`config.mk`:
```
export PLATFORM = sky130hd
export DESIGN_NAME = positional_list_store
export DESIGN_NICKNAME = d
export VERILOG_FILES = /design/src/rtl/pls_pkg.sv /design/src/rtl/positional_list_store.sv /design/src/rtl/pls_ram.sv /design/src/rtl/pls_out_reg.sv /design/src/rtl/pls_seq.sv
export SDC_FILE = /design/constraint.sdc
export NUM_CORES = 2
export LEC_CHECK = 0
export BUFFER_PORTS_ARGS = -buffer_cell sky130_fd_sc_hd__buf_2
export CORE_MARGIN = 5
export CORE_UTILIZATION = 45
export CTS_BUF_LIST = sky130_fd_sc_hd__clkbuf_8
export CTS_CLUSTER_SIZE = 24
export DETAILED_ROUTE_END_ITERATION = 8
export GPL_TIMING_DRIVEN = 1
export HOLD_SLACK_MARGIN = 0.1
export MAX_ROUTING_LAYER = met4
export PLACE_DENSITY_LB_ADDON = 0.15
export SETUP_SLACK_MARGIN = 0.5
export SYNTH_ARGS = -nofsm -noshare
export SYNTH_HDL_FRONTEND = slang
export SYNTH_HIERARCHICAL = 1
export SYNTH_SLANG_ARGS = --single-unit
```
`constraint.sdc`:
```
create_clock -name clk_i -period 5.6 [get_ports clk_i]
set_input_delay 0.28 -clock clk_i [delete_from_list [all_inputs] [get_ports clk_i]]
set_output_delay 0.28 -clock clk_i [all_outputs]
set_load 0.02 [all_outputs]
```
`src/rtl/pls_pkg.sv`:
```
package pls_pkg;

  localparam int unsigned DEPTH = 32;
  localparam int unsigned IDX_W = $clog2(DEPTH);
  localparam int unsigned CNT_W = $clog2(DEPTH + 1);
  localparam int unsigned ACT_W = 3;
  localparam int unsigned POS_W = 6;
  localparam int unsigned VAL_W = 32;
  localparam int unsigned STS_W = 3;
  localparam int unsigned CMP_W = ((CNT_W > POS_W) ? CNT_W : POS_W) + 1;

  typedef enum logic [ACT_W-1:0] {
    ACT_DUMP    = 3'd0,
    ACT_INSERT  = 3'd1,
    ACT_DELETE  = 3'd2,
    ACT_SEARCH  = 3'd3,
    ACT_MAX     = 3'd4,
    ACT_MIN     = 3'd5,
    ACT_REVERSE = 3'd6
  } action_e;

  typedef enum logic [STS_W-1:0] {
    ST_OK        = 3'd0,
    ST_BAD_POS   = 3'd1,
    ST_NOT_FOUND = 3'd2,
    ST_EMPTY     = 3'd3,
    ST_FULL      = 3'd4
  } status_e;

  typedef enum logic [3:0] {
    S_IDLE,
    S_MOVE,
    S_FIN,
    S_SCAN,
    S_DUMP_RD,
    S_DUMP_WAIT,
    S_REV_RD_LO,
    S_REV_RD_HI,
    S_REV_WR_LO,
    S_REV_WR_HI,
    S_RESP
  } state_e;

  typedef struct packed {
    action_e                  action;
    logic [POS_W-1:0]         position;
    logic signed [VAL_W-1:0]  item_value;
  } in_item_t;

  typedef struct packed {
    status_e                  status;
    logic signed [VAL_W-1:0]  result_value;
    logic [POS_W-1:0]         found_position;
    logic                     last;
  } out_item_t;

  typedef struct packed {
    logic      valid;
    out_item_t item;
  } push_t;

  typedef struct packed {
    logic             we;
    logic [IDX_W-1:0] waddr;
    logic [VAL_W-1:0] wdata;
    logic             re;
    logic [IDX_W-1:0] raddr;
  } ram_req_t;

endpackage

```
`src/rtl/positional_list_store.sv`:
```
// Ordered list of signed 32-bit entries held in a single-port-pair RAM, plus an entry count.
// Each input item on the in channel names one action with a 1-based position and a value.
// Every action returns one result item on the out channel, except dump, which returns one
// item per stored entry (or a single empty-status item), and the unused action code, which
// returns nothing. The last field marks the final result item of an input item.
// The block works on one item at a time; in_ready_o is high only while it is idle.
// With n the number of entries, search, maximum and minimum read the n entries in order (no
// read on an empty list); insert and delete shift the entries after the insert or delete
// point by one place, reading one entry while writing the one read before; reverse reads and
// then writes each pair of entries from both ends inward; dump reads and returns each entry.
// A one-entry output register holds the result item; the block waits in place while the
// receiver holds out_ready_i low and continues as soon as the register drains.
// Reset empties the list and clears the output register; RAM contents are not cleared.
module positional_list_store (
  input  logic                clk_i,
  input  logic                rst_ni,
  input  logic                in_valid_i,
  output logic                in_ready_o,
  input  pls_pkg::in_item_t   in_item_i,
  output logic                out_valid_o,
  input  logic                out_ready_i,
  output pls_pkg::out_item_t  out_item_o
);
  import pls_pkg::*;

  push_t            push;
  logic             push_ready;
  ram_req_t         ram_req;
  logic [VAL_W-1:0] ram_rdata;
  logic [CNT_W-1:0] count;

  pls_seq u_seq (
    .clk_i        (clk_i),
    .rst_ni       (rst_ni),
    .in_valid_i   (in_valid_i),
    .in_ready_o   (in_ready_o),
    .in_item_i    (in_item_i),
    .push_o       (push),
    .push_ready_i (push_ready),
    .ram_req_o    (ram_req),
    .ram_rdata_i  (ram_rdata),
    .count_o      (count)
  );

  pls_ram #(
    .WIDTH (VAL_W),
    .DEPTH (DEPTH)
  ) u_ram (
    .clk_i   (clk_i),
    .we_i    (ram_req.we),
    .waddr_i (ram_req.waddr),
    .wdata_i (ram_req.wdata),
    .re_i    (ram_req.re),
    .raddr_i (ram_req.raddr),
    .rdata_o (ram_rdata)
  );

  pls_out_reg u_out (
    .clk_i        (clk_i),
    .rst_ni       (rst_ni),
    .push_i       (push),
    .push_ready_o (push_ready),
    .out_valid_o  (out_valid_o),
    .out_ready_i  (out_ready_i),
    .out_item_o   (out_item_o)
  );

  a_push_has_room : assert property (@(posedge clk_i) disable iff (!rst_ni)
    push.valid |-> push_ready)
    else $error("Result item pushed while the output register is full.");

  a_count_bound : assert property (@(posedge clk_i) disable iff (!rst_ni)
    count <= CNT_W'(DEPTH))
    else $error("Entry count exceeds the list depth.");

  a_idle_no_push : assert property (@(posedge clk_i) disable iff (!rst_ni)
    in_ready_o |-> !push.valid)
    else $error("Result item pushed while the sequencer is idle.");

  a_no_rw_same_entry : assert property (@(posedge clk_i) disable iff (!rst_ni)
    (ram_req.we && ram_req.re) |-> (ram_req.waddr != ram_req.raddr))
    else $error("RAM read and write hit the same entry in one cycle.");

endmodule

```
`src/rtl/pls_ram.sv`:
```
module pls_ram #(
  parameter int unsigned WIDTH = 32,
  parameter int unsigned DEPTH = 32
) (
  input  logic                     clk_i,
  input  logic                     we_i,
  input  logic [$clog2(DEPTH)-1:0] waddr_i,
  input  logic [WIDTH-1:0]         wdata_i,
  input  logic                     re_i,
  input  logic [$clog2(DEPTH)-1:0] raddr_i,
  output logic [WIDTH-1:0]         rdata_o
);

  logic [WIDTH-1:0] mem_q [DEPTH];
  logic [WIDTH-1:0] rdata_q;

  always_ff @(posedge clk_i) begin
    if (we_i) begin
      mem_q[waddr_i] <= wdata_i;
    end
    if (re_i) begin
      rdata_q <= mem_q[raddr_i];
    end
  end

  assign rdata_o = rdata_q;

endmodule

```
`src/rtl/pls_out_reg.sv`:
```
module pls_out_reg (
  input  logic                clk_i,
  input  logic                rst_ni,
  input  pls_pkg::push_t      push_i,
  output logic                push_ready_o,
  output logic                out_valid_o,
  input  logic                out_ready_i,
  output pls_pkg::out_item_t  out_item_o
);
  import pls_pkg::*;

  logic      valid_q, valid_d;
  out_item_t item_q;

  assign push_ready_o = !valid_q || out_ready_i;

  always_comb begin
    if (push_i.valid) begin
      valid_d = 1'b1;
    end else if (out_ready_i) begin
      valid_d = 1'b0;
    end else begin
      valid_d = valid_q;
    end
  end

  always_ff @(posedge clk_i or negedge rst_ni) begin
    if (!rst_ni) begin
      valid_q <= 1'b0;
    end else begin
      valid_q <= valid_d;
    end
  end

  always_ff @(posedge clk_i) begin
    if (push_i.valid) begin
      item_q <= push_i.item;
    end
  end

  assign out_valid_o = valid_q;
  assign out_item_o  = item_q;

endmodule

```
`src/rtl/pls_seq.sv`:
```
module pls_seq (
  input  logic                         clk_i,
  input  logic                         rst_ni,
  input  logic                         in_valid_i,
  output logic                         in_ready_o,
  input  pls_pkg::in_item_t            in_item_i,
  output pls_pkg::push_t               push_o,
  input  logic                         push_ready_i,
  output pls_pkg::ram_req_t            ram_req_o,
  input  logic [pls_pkg::VAL_W-1:0]    ram_rdata_i,
  output logic [pls_pkg::CNT_W-1:0]    count_o
);
  import pls_pkg::*;

  state_e                  state_q, state_d;
  logic [CNT_W-1:0]        count_q, count_d;
  logic                    pend_q, pend_d;
  action_e                 act_q, act_d;
  logic [POS_W-1:0]        pos_q, pos_d;
  logic [VAL_W-1:0]        val_q, val_d;
  logic [CNT_W-1:0]        ptr_q, ptr_d;
  logic [CNT_W-1:0]        rem_q, rem_d;
  logic [IDX_W-1:0]        dst_q, dst_d;
  logic [IDX_W-1:0]        pidx_q, pidx_d;
  logic                    found_q, found_d;
  logic [POS_W-1:0]        fpos_q, fpos_d;
  logic signed [VAL_W-1:0] best_q, best_d;
  logic [VAL_W-1:0]        tmp_q, tmp_d;
  logic [IDX_W-1:0]        lo_q, lo_d;
  logic [IDX_W-1:0]        hi_q, hi_d;
  out_item_t               res_q, res_d;

  logic [CMP_W-1:0]        n_cmp;
  logic [CMP_W-1:0]        pos_cmp;
  logic                    is_ins;

  assign n_cmp   = CMP_W'(count_q);
  assign pos_cmp = CMP_W'(in_item_i.position);
  assign is_ins  = (act_q == ACT_INSERT);

  always_comb begin
    state_d   = state_q;
    count_d   = count_q;
    pend_d    = pend_q;
    act_d     = act_q;
    pos_d     = pos_q;
    val_d     = val_q;
    ptr_d     = ptr_q;
    rem_d     = rem_q;
    dst_d     = dst_q;
    pidx_d    = pidx_q;
    found_d   = found_q;
    fpos_d    = fpos_q;
    best_d    = best_q;
    tmp_d     = tmp_q;
    lo_d      = lo_q;
    hi_d      = hi_q;
    res_d     = res_q;
    ram_req_o = '0;
    push_o    = '0;

    unique case (state_q)
      S_IDLE: begin
        if (in_valid_i) begin
          act_d  = in_item_i.action;
          pos_d  = in_item_i.position;
          val_d  = in_item_i.item_value;
          pend_d = 1'b0;
          ptr_d  = '0;
          res_d  = '{status: ST_OK, result_value: '0, found_position: '0, last: 1'b1};
          unique case (in_item_i.action)
            ACT_DUMP: begin
              if (count_q == '0) begin
                res_d.status = ST_EMPTY;
                state_d      = S_RESP;
              end else begin
                state_d = S_DUMP_RD;
              end
            end
            ACT_INSERT: begin
              if (count_q >= CNT_W'(DEPTH)) begin
                res_d.status = ST_FULL;
                state_d      = S_RESP;
              end else if (pos_cmp == '0 || pos_cmp > n_cmp + CMP_W'(1)) begin
                res_d.status = ST_BAD_POS;
                state_d      = S_RESP;
              end else begin
                rem_d   = CNT_W'(n_cmp - pos_cmp + CMP_W'(1));
                ptr_d   = count_q - CNT_W'(1);
                state_d = S_MOVE;
              end
            end
            ACT_DELETE: begin
              if (pos_cmp == '0 || pos_cmp > n_cmp) begin
                res_d.status = ST_BAD_POS;
                state_d      = S_RESP;
              end else begin
                rem_d   = CNT_W'(n_cmp - pos_cmp);
                ptr_d   = CNT_W'(pos_cmp);
                state_d = S_MOVE;
              end
            end
            ACT_SEARCH, ACT_MAX, ACT_MIN: begin
              found_d = 1'b0;
              fpos_d  = '0;
              if (count_q == '0) begin
                res_d.status = (in_item_i.action == ACT_SEARCH) ? ST_NOT_FOUND : ST_EMPTY;
                state_d      = S_RESP;
              end else begin
                state_d = S_SCAN;
              end
            end
            ACT_REVERSE: begin
              lo_d = '0;
              hi_d = IDX_W'(count_q - CNT_W'(1));
              if (count_q < CNT_W'(2)) begin
                state_d = S_RESP;
              end else begin
                state_d = S_REV_RD_LO;
              end
            end
            default: begin
              state_d = S_IDLE;
            end
          endcase
        end
      end

      S_MOVE: begin
        if (pend_q) begin
          ram_req_o.we    = 1'b1;
          ram_req_o.waddr = dst_q;
          ram_req_o.wdata = ram_rdata_i;
        end
        if (rem_q != '0) begin
          ram_req_o.re    = 1'b1;
          ram_req_o.raddr = ptr_q[IDX_W-1:0];
          dst_d  = is_ins ? IDX_W'(ptr_q + CNT_W'(1)) : IDX_W'(ptr_q - CNT_W'(1));
          ptr_d  = is_ins ? ptr_q - CNT_W'(1) : ptr_q + CNT_W'(1);
          rem_d  = rem_q - CNT_W'(1);
          pend_d = 1'b1;
        end else begin
          pend_d = 1'b0;
          if (!pend_q) begin
            state_d = S_FIN;
          end
        end
      end

      S_FIN: begin
        if (is_ins) begin
          ram_req_o.we    = 1'b1;
          ram_req_o.waddr = IDX_W'(pos_q - POS_W'(1));
          ram_req_o.wdata = val_q;
          count_d         = count_q + CNT_W'(1);
        end else begin
          count_d = count_q - CNT_W'(1);
        end
        state_d = S_RESP;
      end

      S_SCAN: begin
        if (pend_q) begin
          if (act_q == ACT_SEARCH) begin
            if (!found_q && ram_rdata_i == val_q) begin
              found_d = 1'b1;
              fpos_d  = POS_W'(CMP_W'(pidx_q) + CMP_W'(1));
            end
          end else if (pidx_q == '0) begin
            best_d = $signed(ram_rdata_i);
          end else if (act_q == ACT_MAX) begin
            if ($signed(ram_rdata_i) > best_q) begin
              best_d = $signed(ram_rdata_i);
            end
          end else begin
            if ($signed(ram_rdata_i) < best_q) begin
              best_d = $signed(ram_rdata_i);
            end
          end
        end
        if (ptr_q < count_q) begin
          ram_req_o.re    = 1'b1;
          ram_req_o.raddr = ptr_q[IDX_W-1:0];
          pidx_d = ptr_q[IDX_W-1:0];
          ptr_d  = ptr_q + CNT_W'(1);
          pend_d = 1'b1;
        end else begin
          pend_d = 1'b0;
          if (!pend_q) begin
            if (act_q == ACT_SEARCH) begin
              res_d.status         = found_q ? ST_OK : ST_NOT_FOUND;
              res_d.found_position = fpos_q;
            end else begin
              res_d.result_value = best_q;
            end
            state_d = S_RESP;
          end
        end
      end

      S_DUMP_RD: begin
        ram_req_o.re    = 1'b1;
        ram_req_o.raddr = ptr_q[IDX_W-1:0];
        state_d         = S_DUMP_WAIT;
      end

      S_DUMP_WAIT: begin
        if (push_ready_i) begin
          push_o.valid               = 1'b1;
          push_o.item.status         = ST_OK;
          push_o.item.result_value   = $signed(ram_rdata_i);
          push_o.item.found_position = '0;
          push_o.item.last           = (ptr_q + CNT_W'(1) == count_q);
          ptr_d   = ptr_q + CNT_W'(1);
          state_d = (ptr_q + CNT_W'(1) == count_q) ? S_IDLE : S_DUMP_RD;
        end
      end

      S_REV_RD_LO: begin
        ram_req_o.re    = 1'b1;
        ram_req_o.raddr = lo_q;
        state_d         = S_REV_RD_HI;
      end

      S_REV_RD_HI: begin
        ram_req_o.re    = 1'b1;
        ram_req_o.raddr = hi_q;
        tmp_d           = ram_rdata_i;
        state_d         = S_REV_WR_LO;
      end

      S_REV_WR_LO: begin
        ram_req_o.we    = 1'b1;
        ram_req_o.waddr = lo_q;
        ram_req_o.wdata = ram_rdata_i;
        state_d         = S_REV_WR_HI;
      end

      S_REV_WR_HI: begin
        ram_req_o.we    = 1'b1;
        ram_req_o.waddr = hi_q;
        ram_req_o.wdata = tmp_q;
        lo_d            = lo_q + IDX_W'(1);
        hi_d            = hi_q - IDX_W'(1);
        if (CMP_W'(lo_q) + CMP_W'(2) < CMP_W'(hi_q)) begin
          state_d = S_REV_RD_LO;
        end else begin
          state_d = S_RESP;
        end
      end

      S_RESP: begin
        if (push_ready_i) begin
          push_o.valid = 1'b1;
          push_o.item  = res_q;
          state_d      = S_IDLE;
        end
      end

      default: begin
        state_d = S_IDLE;
      end
    endcase
  end

  always_ff @(posedge clk_i or negedge rst_ni) begin
    if (!rst_ni) begin
      state_q <= S_IDLE;
      count_q <= '0;
      pend_q  <= 1'b0;
    end else begin
      state_q <= state_d;
      count_q <= count_d;
      pend_q  <= pend_d;
    end
  end

  always_ff @(posedge clk_i) begin
    act_q   <= act_d;
    pos_q   <= pos_d;
    val_q   <= val_d;
    ptr_q   <= ptr_d;
    rem_q   <= rem_d;
    dst_q   <= dst_d;
    pidx_q  <= pidx_d;
    found_q <= found_d;
    fpos_q  <= fpos_d;
    best_q  <= best_d;
    tmp_q   <= tmp_d;
    lo_q    <= lo_d;
    hi_q    <= hi_d;
    res_q   <= res_d;
  end

  assign in_ready_o = (state_q == S_IDLE);
  assign count_o    = count_q;

endmodule
```
=== Word-level counts from Yosys, hierarchy flattened ===
Memory sizes are Yosys's and may differ from the RTL's. A register that Yosys moved wholly into a read port is not among the register bits.
Cells that the tools add are included.

* Memories kept: 1
* Output and inout port bits: 44
* Bits of input ports: 45
* Flip-flop bits (word level): 238
* Word-level logic and storage cells: 210
* Bits in writable memories: 1024

* Reduce and logical (&&, ||, !) cells: 32
* $lt $le $gt $ge: 8
* Mux-type cells: 90
* Bitwise logic cells: 1
* $add $sub $neg: 13
* Equal/unequal tests: 41

{| class="wikitable"
|+ Memory list
! memory !! words !! width !! read ports !! clocked after Yosys merged registers in !! wr ports !! RTL line !! RTL
|-
| u_ram.mem_q || 32 || 32 || 1 || 1 || 1 || pls_ram.sv:14 || <nowiki>logic [WIDTH-1:0] mem_q [DEPTH];</nowiki>
|}

{| class="wikitable"
|+ Operator list
! operator !! count
|-
| 2-to-1 mux 32 bit || 5
|-
| case mux 38 bit (4 select lines) || 1
|-
| 2-to-1 mux 6 bit || 22
|-
| 2-to-1 mux 43 bit || 2
|-
| case mux 43 bit (2 select lines) || 1
|-
| 2-to-1 mux 41 bit || 2
|-
| case mux 41 bit (2 select lines) || 1
|-
| 2-to-1 mux 38 bit || 2
|-
| 2-to-1 mux 4 bit || 14
|-
| case mux 6 bit (2 select lines) || 4
|-
| case mux 4 bit (11 select lines) || 1
|-
| 2-to-1 mux 42 bit || 1
|-
| == test 32 bit || 1
|-
| > comparator 32 bit || 1
|-
| less-than comparator 32 bit || 1
|-
| case mux 6 bit (5 select lines) || 1
|-
| 2-to-1 mux 5 bit || 5
|-
| case mux 6 bit (4 select lines) || 1
|-
| case mux 4 bit (5 select lines) || 1
|-
| case mux 5 bit (2 select lines) || 2
|-
| AND reduction 5 bit || 4
|-
| adder 6 x 1 -> 6 bit (second input constant) || 3
|-
| subtractor 6 x 1 -> 6 bit (second input constant) || 3
|-
| == test 4 x 3 -> 1 bit (second input constant) || 4
|-
| other kinds (48) || 102
|}

=== Logic depth before layout (Yosys ltp) ===
* Word-level depth: 8
* Gate-level depth with buffers: 18
* Depth with buffers taken out: 14

=== Modules after synthesis ===
The synthesis kept the hierarchy.

{| class="wikitable"
|+ By module, submodules not included
! module !! area each (µm²) !! times used !! seq. area each (µm²) !! cells each
|-
| pls_ram || 40812.9 || 1 || 31710.4 || 2260
|-
| pls_seq || 11010.6 || 1 || 5800.6 || 976
|-
| pls_out_reg || 1308.8 || 1 || 1286.2 || 45
|}

=== Worst setup path before layout ===
OpenSTA, ideal clock, no wires.

* Path type: reg2reg
* From: register u_ram.rdata_q[19] (netlist: u_ram/rdata_o[19]) (read register of u_ram.mem_q)
* To: register u_seq.best_q[0], enable pin
* Data required time: 5.120 ns
* Period minus slack after synthesis: 4.971 ns
* Cell stages (with the launch flop): 9
* Setup time: 0.480 ns
* Data arrival time: 4.491 ns
* Path buffers: 0
* Slack: 0.629 ns
* Cells stage by stage: edfxtp_1 > ha_1 > a21oi_2 > o21ai_1 > a221o_1 > a2111oi_4 > a21oi_1 > nand2b_1 > a311oi_1

* Word-level cells in the longest chain between the ends: 3
* Elaborated cells between the ends (all ways): 5
* Classes of those cells: 2 x order compare; 1 x eq/ne; 2 x reduce/logical

{| class="wikitable"
|+ RTL lines
! element !! RTL line !! RTL
|-
| start: declaration || pls_ram.sv:15 || <nowiki>logic [WIDTH-1:0] rdata_q;</nowiki>
|-
| > comparator 32 bit or less-than comparator 32 bit (tied branches) || pls_seq.sv:172, pls_seq.sv:176 ||
|-
| inequality test 3 x 2 -> 1 bit (no line) or nonzero test 3 bit (tied branches) || n/a ||
|-
| AND reduction 5 bit (no line) * || n/a ||
|-
| end signal: assignment || pls_seq.sv:288 || <nowiki>best_q <= best_d;</nowiki>
|-
| end: declaration || pls_seq.sv:27 || <nowiki>logic signed [VAL_W-1:0] best_q, best_d;</nowiki>
|}

Every way passes the cells marked *; elsewhere a longest branch is shown, timed or not.
A chain may end at the register's enable or synchronous reset.

==> qor.yml <==
min_path:
  min_delay_worst_type: "in -> reg"
  min_delay_worst_endpoint: "u_seq/act_q[0]$_DFFE_PP_"
  timing.hold.worst_path_depth: 2
  timing.hold.worst.start: "in_item_i[38]"
job:
  timing.max_cap.violations: 0
route:
  wirelength_mm: 139
  detailed_route_drc_error_count: 0
  routed_wire_length_per_instance_um: 26.1
  route.antenna.remaining_nets: 0
  avgViaCountPerCell: 5.73
  dr.pass1.iters: 6
  drtIter0Drc: 2991
  num_vias: 30500
global_route:
  antenna_found_initial: 3
  grt_start_max_net_pins: 81
  track_usage: 0.223
  grt_pass1_wl_mm: 203
  grt_pass1_vias: 30900
  leftover_overflow_at_the_end_of_global_routing: 0
timing:
  min_period_over_period: 0.871
  fin_tns_setup_ns: 0
  finalHoldViolCount: 0
  whs_ns: 0.229
  timing.max_slew.rel_slack: 0.0969
  finalSetupViolCount: 0
  max_freq_ghz: 0.205
  timing.final.crit_period_ns: 4.88
  fin_worst_skew_ns: 0.0512
  transition_time_at_the_pin_with_the_least_slew_margin_ns: 1.34
  setup_repair_after_global_routing_missed_its_margin: "no"
  max_slew_violation_total_from_the_final_report: 0
  final.setup.worst_slack_ns: 0.722
critical_path:
  crit_type: "reg -> reg"
  reg2reg_setup_slack_ns: 0.72
  arrival_ns: 5.43
  cp-end-kind: "register"
  worst-r2r-cell-count: 16
  worstSetupStartpointType: "register"
  worst_r2r_endpoint: "u_ram/rdata_o[24]$_DFFE_PP_"
  rr_startpoint: "u_seq/count_o[1]$_DFFE_PN0P_"
  critical_path_fanout_max: 37
  required_ns: 6.15
clocking:
  clkLatencyLatePin_ns: 0.90
  tritoncts.num_buffers: 205
  cts-root-to-sink-buffers: 3
  clock_tree_from_tritoncts: "built"
  clk_pin_slew_ns: 0.06
  clock_tree.htree_level_count: 4
  cts-root-buf: "clkbuf_8"
  cts_sink_cnt: 1294
synthesis:
  area_fraction_in_compound_gates_after_synthesis: 0.0677
  ys_warn_count: 6
  synth.mux.area_fraction: 0.0976
  synth_simple_gate_area_frac: 0.0484
  dominant_combinational_cell_family_by_area_after_synthesis: "multiplexers"
  area_share_of_the_largest_cell_type_after_synthesis: 0.725
  synth_top_cells_by_count: "edfxtp_1 (1,282), mux2i_1 (516), nand2_1 (151)"
  synth.top_cells.by_area: "edfxtp_1 (72%), mux2i_1 (9.7%), a22o_1 (1.6%), ha_1 (1.6%), a22oi_1 (1.4%)"
  synth_area_per_cell_um2: 16.2
  synth_enable_flop_cells: 1282
  synth.lib_cells_used.distinct: 76
  seq_area_frac_synth: 0.730
  synthesis.nets: 3394
  yosysMostFrequentCell: "edfxtp_1"
  ys_dominant_reg_cell: "edfxtp_1"
  syn_area_um2: 53100
  yosys.area_share.adder: 0.0162
  async_reset_ff_frac: 0.00927
  synth.ff_latch_count: 1294
  synth-xor-area-share: 0.0145
  gate_count_post_synth: 3281
  synthDominantAreaCellType: "edfxtp_1"
placed_design:
  place.port_buffers: 88
  gp_routability_congestion: 0.873
  placedInstanceArea_um2: 56000
  place.detailed.hpwl_mm: 82.2
  post-place-ws_ns: 0.429
floorplanning:
  standard_cell_rows: 126
  dieArea_um2: 125000
  initial_core_util: 0.452
  die-height_um: 354
  placeableCoreArea_um2: 118000
  num_io_pins: 89
  die-width_um: 354
power:
  power_density_nw_per_um2: 494
  irDropWorstVdd_uv: 243
  total_leakage_power_nw: 20.2
  fin_total_pwr_mw: 29.9
cells_and_area:
  synthToLayoutAreaGrowth_pct: 14.0
  fill_cells: 9604
  final_layout_size_suffix_gt1_frac: 0.144
  postLayoutCellArea_um2: 60600
  fin_nets: 3725
run_status:
  outcome: "finished clean"
==> critical path, cell delays in order (launching register included) <==
cell and delay (ns):
dfrtp_1 0.51, inv_1 0.14, ha_1 0.30, nor2b_1 0.13, o21a_1 0.16, o21ai_0 0.14
o2bb2ai_1 0.23, a21oi_1 0.23, o31ai_2 0.28, a21o_2 0.41, and2_4 0.33, buf_12 0.30
buf_4 0.40, a22o_1 0.20, nor3_1 0.05, a31oi_2 0.43, nand3_1 0.25
==> cells by family after synthesis <==
group                      after synthesis
buffers and inverters                  272
muxes                                  518
xor gates and xnor gates                86
and+or+nand+nor                        542
DFF                                   1294
AOI/OAI and AO/OA                      501
adders and majority gates               68
==> per-stage QoR <==
stage / std cells / utilization
final: 5321 / 0.515
after global placement: 4853 / 0.476
after CTS: 5308 / 0.514
after global routing: 5320 / 0.515
after floorplan: 3281 / -
after detailed placement: 4853 / 0.476
==> final cells by class <==
| type | count | area [um^2] | area share |
|---|---|---|---|
| well taps | 1536 | 1920 | 0.0317 |
| clock buffers | 209 | 2880 | 0.0475 |
| flip-flops and latches | 1294 | 38800 | 0.640 |
| clock inverters | 169 | 835 | 0.0138 |
| multi-input cells | 1716 | 13400 | 0.221 |
| diodes | 2 | 5.00 | 0.0000826 |
| repair buffers | 289 | 2370 | 0.0391 |
| inverters | 106 | 400 | 0.00661 |
==> metal layers <==
layer | wire, um | vias to the layer above | track usage
met5 | 0 | - | -
met3 | 8320 | 205 | 0.0355
met1 | 60800 | 15700 | 0.301
met2 | 66300 | 1072 | 0.353
li1 | - | 13500 | -
met4 | 3260 | 0 | 0.0669
==> report_power, final <==
part           internal (mW)  switching [mW]
clock                   3.66            3.69
combinational           3.10            6.14
sequential              12.6           0.721
total                   19.4            10.5
==> registers in the layout, indices dropped and copies added (netlist names), 32 cells and up <==
signal,count
u_seq/best_q,32
u_seq/res_q,41
u_seq/val_q,32
u_seq/tmp_q,32
u_ram/mem_q,1024
u_out/out_item_o,42
u_ram/rdata_o,32
==> worst max-delay path by stage <==
stage / from / end / slack, ns / cells after the start
floorplan: u_ram/rdata_o[19]$_DFFE_PP_ / u_seq/best_q[0]$_DFFE_PP_ / 0.63 / 8
global placement: u_seq/count_o[1]$_DFFE_PN0P_ / u_ram/rdata_o[30]$_DFFE_PP_ / 0.51 / 16
detailed placement: u_seq/state_q[0]$_DFFE_PN0P_ / u_ram/rdata_o[30]$_DFFE_PP_ / 0.43 / 13
CTS: u_seq/state_q[0]$_DFFE_PN0P_ / u_ram/rdata_o[30]$_DFFE_PP_ / 0.41 / 13
global route: u_seq/state_q[1]$_DFFE_PN0P_ / u_ram/mem_q[30][17]$_DFFE_PP_ / 0.54 / 7
finish: u_seq/count_o[1]$_DFFE_PN0P_ / u_ram/rdata_o[24]$_DFFE_PP_ / 0.72 / 16
==> repair_timing <==
item | CTS | global route
hold buffers | 77 | 0
gates cloned | 0 | 1
hold endpoints to repair | 88 | 0
buffers inserted | 0 | 10
pin swaps | 1 | 1
gates resized for setup | 1 | 11
setup endpoints to repair | 2 | 21
==> cell usage in the layout, fill, tap and decap left out, drive strengths merged, types with 4 or more instances in the layout <==
master,instances
buf,212
bufinv,4
dfrtp,12
a22oi,100
xnor2,61
a31oi,37
nand3b,7
dlygate4sd3,77
o211ai,4
a21oi,134
o22ai,5
nor3b,4
clkinvlp,4
nand2b,11
a22o,100
edfxtp,1282
inv,186
mux2i,516
nor4,11
xor2,24
o21ai,32
a21o,13
nand2,151
nand4,18
clkbuf,209
ha,67
nor3,48
a222oi,36
and2,22
nor2b,8
nor2,119
clkinv,81
or2,6
a211oi,5
nand3,123
Power figures use the tool's default switching activity.
